==> src/rate_monotonic_tick_scheduler_defines.svh <==
// Assertion macros shared by the scheduler RTL.
`ifndef RATE_MONOTONIC_TICK_SCHEDULER_DEFINES_SVH
`define RATE_MONOTONIC_TICK_SCHEDULER_DEFINES_SVH

// The consequent must hold in the same cycle as the antecedent.
`define RMTS_ASSERT_SAME(label, ante, cons, msg) \
  label: assert property (@(posedge clk) disable iff (!rst_n) (ante) |-> (cons)) \
    else $error(msg);

// The consequent must hold in the cycle after the antecedent.
`define RMTS_ASSERT_NEXT(label, ante, cons, msg) \
  label: assert property (@(posedge clk) disable iff (!rst_n) (ante) |=> (cons)) \
    else $error(msg);

`endif

==> src/rmts_pkg.sv <==
package rmts_pkg;

  localparam int TASK_MAX   = 6;
  localparam int NUM_W      = 3;
  localparam int MASK_W     = 6;
  localparam int CNT_W      = 16;
  localparam int CFG_IDX_W  = 3;
  localparam int CFG_DATA_W = 32;
  localparam int IN_DATA_W  = 8;
  localparam int OUT_DATA_W = 16;

  // Register index of the active task count; indexes below it are task setups.
  localparam logic [CFG_IDX_W-1:0] REG_ACTIVE_TASKS = 3'd6;

  // Per-task status handed from a task slot to the priority picker.
  typedef struct packed {
    logic             ready;
    logic             released;
    logic [CNT_W-1:0] period;
  } slot_stat_t;

  typedef struct packed {
    logic             found;
    logic [NUM_W-1:0] chosen;
  } pick_res_t;

endpackage

==> src/rmts_slot.sv <==
module rmts_slot (
  input  logic                       clk,
  input  logic                       rst_n,
  input  logic                       advance,
  input  logic                       enabled,
  input  logic                       restart,
  input  logic [rmts_pkg::CNT_W-1:0] period,
  input  logic [rmts_pkg::CNT_W-1:0] exec_ticks,
  input  logic                       run,
  output rmts_pkg::slot_stat_t       stat
);

  logic [rmts_pkg::CNT_W-1:0] countdown_r, countdown_nxt;
  logic [rmts_pkg::CNT_W-1:0] work_r, work_nxt;
  logic                       active;
  logic                       release_now;
  logic [rmts_pkg::CNT_W-1:0] work_rel;

  assign active      = enabled && (period != '0);
  assign release_now = active && (restart || (countdown_r == '0));
  // Work seen by the picker already includes this tick's release.
  assign work_rel    = release_now ? exec_ticks : work_r;

  assign stat.ready    = active && (work_rel != '0);
  assign stat.released = release_now;
  assign stat.period   = period;

  always_comb begin
    countdown_nxt = countdown_r;
    work_nxt      = work_r;
    if (!active) begin
      countdown_nxt = '0;
      work_nxt      = '0;
    end else begin
      countdown_nxt = release_now ? (period - 1'b1) : (countdown_r - 1'b1);
      work_nxt      = run ? (work_rel - 1'b1) : work_rel;
    end
  end

  always_ff @(posedge clk) begin
    if (!rst_n) begin
      countdown_r <= '0;
      work_r      <= '0;
    end else if (advance) begin
      countdown_r <= countdown_nxt;
      work_r      <= work_nxt;
    end
  end

endmodule

==> src/rmts_pick.sv <==
module rmts_pick #(
  parameter int TASK_SLOTS = 6
) (
  input  rmts_pkg::slot_stat_t stat [TASK_SLOTS],
  output rmts_pkg::pick_res_t  res,
  output logic [TASK_SLOTS-1:0] run
);

  logic [rmts_pkg::CNT_W-1:0] best;

  // Strict less-than keeps the lower index on equal periods.
  always_comb begin
    res.found  = 1'b0;
    res.chosen = '0;
    best       = '0;
    for (int k = 0; k < TASK_SLOTS; k++) begin
      if (stat[k].ready && (!res.found || (stat[k].period < best))) begin
        res.found  = 1'b1;
        res.chosen = rmts_pkg::NUM_W'(k);
        best       = stat[k].period;
      end
    end
  end

  always_comb begin
    for (int k = 0; k < TASK_SLOTS; k++) begin
      run[k] = res.found && (res.chosen == rmts_pkg::NUM_W'(k));
    end
  end

endmodule

==> src/rate_monotonic_tick_scheduler.sv <==
// Rate-monotonic tick scheduler.
// Every input transaction is one time tick; in_tdata bit 0 is the restart flag,
// which sets time to zero so every enabled task with a nonzero period is released on that tick.
// Every tick yields exactly one output transaction: idle, the number of the
// task that ran (zero when idle) and the mask of tasks released on the tick.
// Tasks are set up through the write port: registers 0..5 hold the period
// (bits 15..0) and the execution ticks (bits 31..16) of each task, register 6
// the number of active tasks. Write them only while no tick is in flight.
// A tick is registered on acceptance, evaluated against the per-task
// countdown and work counters once the output register is free or being
// read, and its result lands in the output register, which drives out_tvalid.
// One tick is accepted per cycle while the receiver keeps taking results; the
// single pass through the task slots and the six-way shortest-period compare sets that rate.
// When the receiver stalls, the result stays in the output register and one
// more tick waits in the input register; in_tready drops only then.
// Reset clears the setups, the active count and all counters, so every task
// is released on its first tick once enabled.
`include "rate_monotonic_tick_scheduler_defines.svh"

module rate_monotonic_tick_scheduler #(
  parameter int TASK_SLOTS = 6
) (
  input  logic                            clk,
  input  logic                            rst_n,
  input  logic                            in_tvalid,
  output logic                            in_tready,
  input  logic [rmts_pkg::IN_DATA_W-1:0]  in_tdata,   // [0] restart
  output logic                            out_tvalid,
  input  logic                            out_tready,
  output logic [rmts_pkg::OUT_DATA_W-1:0] out_tdata,  // [0] idle, [3:1] task_number,
                                                      // [9:4] released_mask
  input  logic                            cfg_we,
  input  logic [rmts_pkg::CFG_IDX_W-1:0]  cfg_idx,
  input  logic [rmts_pkg::CFG_DATA_W-1:0] cfg_wdata
);

  localparam int CW = rmts_pkg::CNT_W;
  localparam logic [rmts_pkg::NUM_W-1:0] SLOT_COUNT = rmts_pkg::NUM_W'(TASK_SLOTS);

  logic [rmts_pkg::CFG_DATA_W-1:0] setup_r [TASK_SLOTS];
  logic [rmts_pkg::NUM_W-1:0]      active_r;

  logic                            s1_valid_r;
  logic                            s1_restart_r;
  logic                            advance;

  logic                            out_valid_r;
  logic [rmts_pkg::OUT_DATA_W-1:0] out_data_r;
  logic [rmts_pkg::OUT_DATA_W-1:0] out_data_nxt;
  logic                            out_idle;
  logic [rmts_pkg::NUM_W-1:0]      out_task;

  rmts_pkg::slot_stat_t            stat [TASK_SLOTS];
  rmts_pkg::pick_res_t             pick;
  logic [TASK_SLOTS-1:0]           run;
  logic [rmts_pkg::MASK_W-1:0]     released_mask;

  // Configuration registers; setup writes beyond the slot count are dropped.
  always_ff @(posedge clk) begin
    if (!rst_n) begin
      for (int k = 0; k < TASK_SLOTS; k++) begin
        setup_r[k] <= '0;
      end
      active_r <= '0;
    end else if (cfg_we) begin
      if (cfg_idx == rmts_pkg::REG_ACTIVE_TASKS) begin
        active_r <= cfg_wdata[rmts_pkg::NUM_W-1:0];
      end else begin
        for (int k = 0; k < TASK_SLOTS; k++) begin
          if (cfg_idx == rmts_pkg::CFG_IDX_W'(k)) begin
            setup_r[k] <= cfg_wdata;
          end
        end
      end
    end
  end

  assign advance   = s1_valid_r && (!out_valid_r || out_tready);
  assign in_tready = !s1_valid_r || advance;

  always_ff @(posedge clk) begin
    if (!rst_n) begin
      s1_valid_r <= 1'b0;
    end else if (in_tready) begin
      s1_valid_r <= in_tvalid;
    end
  end

  always_ff @(posedge clk) begin
    if (in_tready && in_tvalid) begin
      s1_restart_r <= in_tdata[0];
    end
  end

  genvar g;
  generate
    for (g = 0; g < TASK_SLOTS; g++) begin : g_slot
      // An active count above the slot count enables every slot.
      rmts_slot u_slot (
        .clk        (clk),
        .rst_n      (rst_n),
        .advance    (advance),
        .enabled    (active_r > rmts_pkg::NUM_W'(g)),
        .restart    (s1_restart_r),
        .period     (setup_r[g][CW-1:0]),
        .exec_ticks (setup_r[g][2*CW-1:CW]),
        .run        (run[g]),
        .stat       (stat[g])
      );
    end
  endgenerate

  rmts_pick #(
    .TASK_SLOTS (TASK_SLOTS)
  ) u_pick (
    .stat (stat),
    .res  (pick),
    .run  (run)
  );

  always_comb begin
    released_mask = '0;
    for (int k = 0; k < TASK_SLOTS; k++) begin
      released_mask[k] = stat[k].released;
    end
  end

  assign out_data_nxt = {6'd0, released_mask, pick.chosen, !pick.found};

  always_ff @(posedge clk) begin
    if (!rst_n) begin
      out_valid_r <= 1'b0;
    end else if (advance) begin
      out_valid_r <= 1'b1;
    end else if (out_tready) begin
      out_valid_r <= 1'b0;
    end
  end

  always_ff @(posedge clk) begin
    if (advance) begin
      out_data_r <= out_data_nxt;
    end
  end

  assign out_tvalid = out_valid_r;
  assign out_tdata  = out_data_r;

  assign out_idle = out_data_r[0];
  assign out_task = out_data_r[3:1];

  `RMTS_ASSERT_SAME(a_idle_task_zero, out_valid_r && out_idle, out_task == '0, "task on idle")
  `RMTS_ASSERT_SAME(a_task_range, out_valid_r && !out_idle, out_task < SLOT_COUNT, "bad task")
  `RMTS_ASSERT_NEXT(a_tick_held, s1_valid_r && !advance, s1_valid_r, "tick dropped")
  `RMTS_ASSERT_SAME(a_ready_when_empty, !out_valid_r, in_tready, "input stalled while empty")

endmodule

==> config.mk <==
export PLATFORM = sky130hd
export DESIGN_NAME = rate_monotonic_tick_scheduler
export DESIGN_NICKNAME = d
export VERILOG_FILES = /design/src/rmts_pkg.sv /design/src/rmts_slot.sv /design/src/rmts_pick.sv /design/src/rate_monotonic_tick_scheduler.sv
export VERILOG_INCLUDE_DIRS = /design/src /design/src/src
export SDC_FILE = /design/constraint.sdc
export NUM_CORES = 1
export LEC_CHECK = 0
export ABC_AREA = 1
export BUFFER_PORTS_ARGS = -buffer_cell sky130_fd_sc_hd__buf_2
export CAP_MARGIN = 20
export CORE_MARGIN = 3
export CORE_UTILIZATION = 64
export CTS_CLUSTER_SIZE = 20
export DETAILED_ROUTE_END_ITERATION = 10
export PLACE_DENSITY_LB_ADDON = 0.1
export SETUP_SLACK_MARGIN = 0.05
export SYNTH_ARGS = -nofsm -noshare
export SYNTH_HDL_FRONTEND = slang
export SYNTH_SLANG_ARGS = --single-unit
export TNS_END_PERCENT = 30
==> constraint.sdc <==
create_clock -name clk -period 11.3 [get_ports clk]
set_input_delay 0.565 -clock clk [delete_from_list [all_inputs] [get_ports clk]]
set_output_delay 0.565 -clock clk [all_outputs]
set_load 0.02 [all_outputs]
==> impl_metrics.tcl <==
set metrics [dict create \
    reg2regPathDepth 75 \
    setup_viol 0 \
    die_area_sq_um 39500 \
    fin_area_sq_um 26300 \
    crit_type "flip-flop to flip-flop" \
    hold_path_end "s1_restart_r" \
    peakVddDrop_v 0.000125 \
    power_density_nw_per_um2 145 \
    whs_ns 0.183 \
    ys_seq_elements 400 \
    initial_core_util_pct 65.8 \
    yosysWarnings 0 \
    path_delay_family "simple AND/OR/NAND/NOR gates" \
    grt_max_degree 108 \
    outcome "finished clean" \
    wl_um 72000 \
    tightest_slew_ns 1.02 \
    grt_pass1_wl_um 110000 \
    coreArea_sq_um 36100 \
    cts_buffer_depth 3 \
    drc 0 \
    wire_per_inst_um 19.0 \
    crit_buf_inv 10 \
    synth_ff_type "edfxtp_1" \
    cpPeakStageDelay_ns 0.39 \
    drv_slew 0 \
    die_h_um 199 \
    crit_path_start_kind "flip-flop" \
    cp.required_ns 11.78 \
    async_flop_share_pct 0 \
    drive_above_1_share_pct 10.3 \
    insertion_delay_ns 0.58 \
    cts_max_level 2 \
    cellLeakagePower_nw 12.8 \
    hold_path_depth 1 \
    cts_sinks 400 \
    drt_iter0_drc 2083 \
    layout_common_cells "nand2_1 (784), nor2_1 (386), inv_1 (329), a21oi_1 (252), o21ai_0 (242)" \
    num_io_pins 66 \
    area_growth_pct 10.9 \
    numCtsBuffers 45 \
    via_per_inst 5.96 \
    worst-path-max-fanout 23 \
    drv_cap 0 \
    fin_setup_tns_ns 0 \
    timing.fmax_mhz 93.5 \
    port-buffer-count 52 \
    finalNetCount 3431 \
    drtPass1Iterations 6 \
    syn_inst 3243 \
    reg2reg_to "g_slot[5].u_slot.work_r[4]" \
    worstHoldStart "in_tdata[0]" \
    yosysSeqAreaShare_pct 42.3 \
    synth_area_per_cell_sq_um 7.32 \
    worst_hold_path_type "primary input to flip-flop" \
    synth_edf_count 203 \
    grt_use_total_pct 35.7 \
    final_common_cell "nand2_1" \
    rrSetupSlack_ns 0.61 \
    cp_slowest_cell "edfxtp_1" \
    p_total_mw 3.81 \
    max_slew_margin_pct 31.9 \
    timing.rr.start "setup_r[0][2]" \
    grt-ovfl-total 0 \
    crit_arrival_ns 11.18 \
    hold_viol 0 \
    end_kind "flip-flop" \
    fp.dieW_um 199 \
    antenna_found_initial 4 \
    place_hpwl_um 47700 \
    seq_area_sq_um 10000 \
    skew_ns 0.0158 \
    root_buffer "clkbuf_16" \
    multi_input_area_sq_um 12000 \
    yosysUniqueCellTypes 57 \
    clkSlewWorstSetupHoldPaths_ns 0.06 \
    cts_tree "done" \
    first_global_vias 20944 \
    num_vias 22611 \
    min_period_ns 10.69 \
    ctsHoldBuffers 0 \
    rows 69 \
    syn_area_sq_um 23800 \
    fill_cells 2887 \
    finalCritPeriodShare_pct 94.6 \
    placed_cell_area_sq_um 24600 \
    gp_congestion 0.988 \
    detail-route-antenna-nets 0 \
    cpMostUsedCell "nand2_1" \
]
==> through the flow <==
stage	worst slack (ns)	utilization, %	instances
floorplan	1.20	-	3248
global placement	0.216	68.1	3695
detailed placement	-0.0496	68.1	3695
CTS	0.107	72.2	3776
global route	-0.0520	73.0	3792
finish	0.608	73.0	3792
==> area by class of cell <==
class | count | share of cell area [%]
diodes | 1 | 0.00950
clock buffers | 56 | 4.62
clock inverters | 25 | 0.974
inverters | 340 | 4.89
multi-input cells | 2369 | 45.5
flip-flops and latches | 400 | 38.1
well taps | 461 | 2.19
repair buffers | 140 | 3.72
==> state kept, by name, summed over array words and instances, names as in the netlist <==
signal,cells
s1_restart_r,1
g_slot.u_slot.work_r,96
s1_valid_r,1
active_r,3
out_tvalid,1
out_tdata,10
g_slot.u_slot.countdown_r,96
setup_r,192
==> where the power goes <==
part,total [mW],internal (mW),leakage (nW),switching (mW)
clock,1.48,0.876,0.724,0.604
combinational,0.703,0.228,8.57,0.475
sequential,1.62,1.58,3.55,0.0419
total,3.81,2.69,12.8,1.12
==> worst reg2reg max path: cells and delay by family, from the launching register on <==
kind	cells	cell delay (ns)
xor+xnor	1	0.17
buf+inv	10	1.66
simple gates	42	3.82
fa+ha+maj	6	1.79
compound gates	16	2.77
flops	1	0.39
==> cells by family (layout without fill, tap and decap cells) <==
group,after synthesis,count (layout),share of synthesized area (%)
simple gates,1594,1596,28.7
buf+inv,481,561,7.94
xor+xnor,69,69,2.54
other cells,1,7,0.0158
mux,23,23,0.969
fa+ha+maj,87,87,4.58
compound gates,588,588,13.0
flops,400,400,42.3
==> Yosys cell counts (11+ instances only) <==
master	count	area (sq um)
o21ai_0	263	1320
xor2_1	53	464
inv_1	330	1240
clkbuf_1	109	409
edfxtp_1	203	6100
dfxtp_1	197	3940
o21ai_1	23	115
nor2_1	388	1460
nand4_1	56	350
a21oi_1	253	1270
nand2_1	788	2960
nor4_1	32	200
or2_2	73	457
buf_2	11	55.1
nor3_1	27	135
mux2i_1	23	230
ha_1	87	1090
nand3_1	194	971
xnor2_1	16	140
==> repair_timing <==
item                                    CTS  global route
setup buffers                             0            13
endpoints found under the setup margin   70            99
gates cloned                              0             2
resized for setup                         8            60
pin swaps                                 0             4
==> worst max path at each step <==
stage | from | endpoint | slack, ns | cells after the start
2_1_floorplan | setup_r[0][0] | g_slot[5].u_slot.work_r[3] | 1.20 | 73
3_3_place_gp | setup_r[0][1] | g_slot[0].u_slot.work_r[9] | 0.22 | 69
3_5_place_dp | setup_r[0][2] | g_slot[0].u_slot.work_r[9] | -0.05 | 69
4_1_cts | setup_r[0][2] | g_slot[0].u_slot.work_r[7] | 0.11 | 78
5_1_grt | g_slot[0].u_slot.countdown_r[12] | g_slot[3].u_slot.work_r[11] | -0.05 | 81
6_report | setup_r[0][2] | g_slot[5].u_slot.work_r[4] | 0.61 | 75
==> routing by layer <==
| metal | GRT usage (%) | routed length (um) |
|---|---|---|
| met1 | 47.6 | 29200 |
| met2 | 56.6 | 32400 |
| met3 | 6.64 | 7000 |
| met4 | 17.0 | 3450 |
| met5 | 0 | 0 |
(Power assumes the default switching activity.)
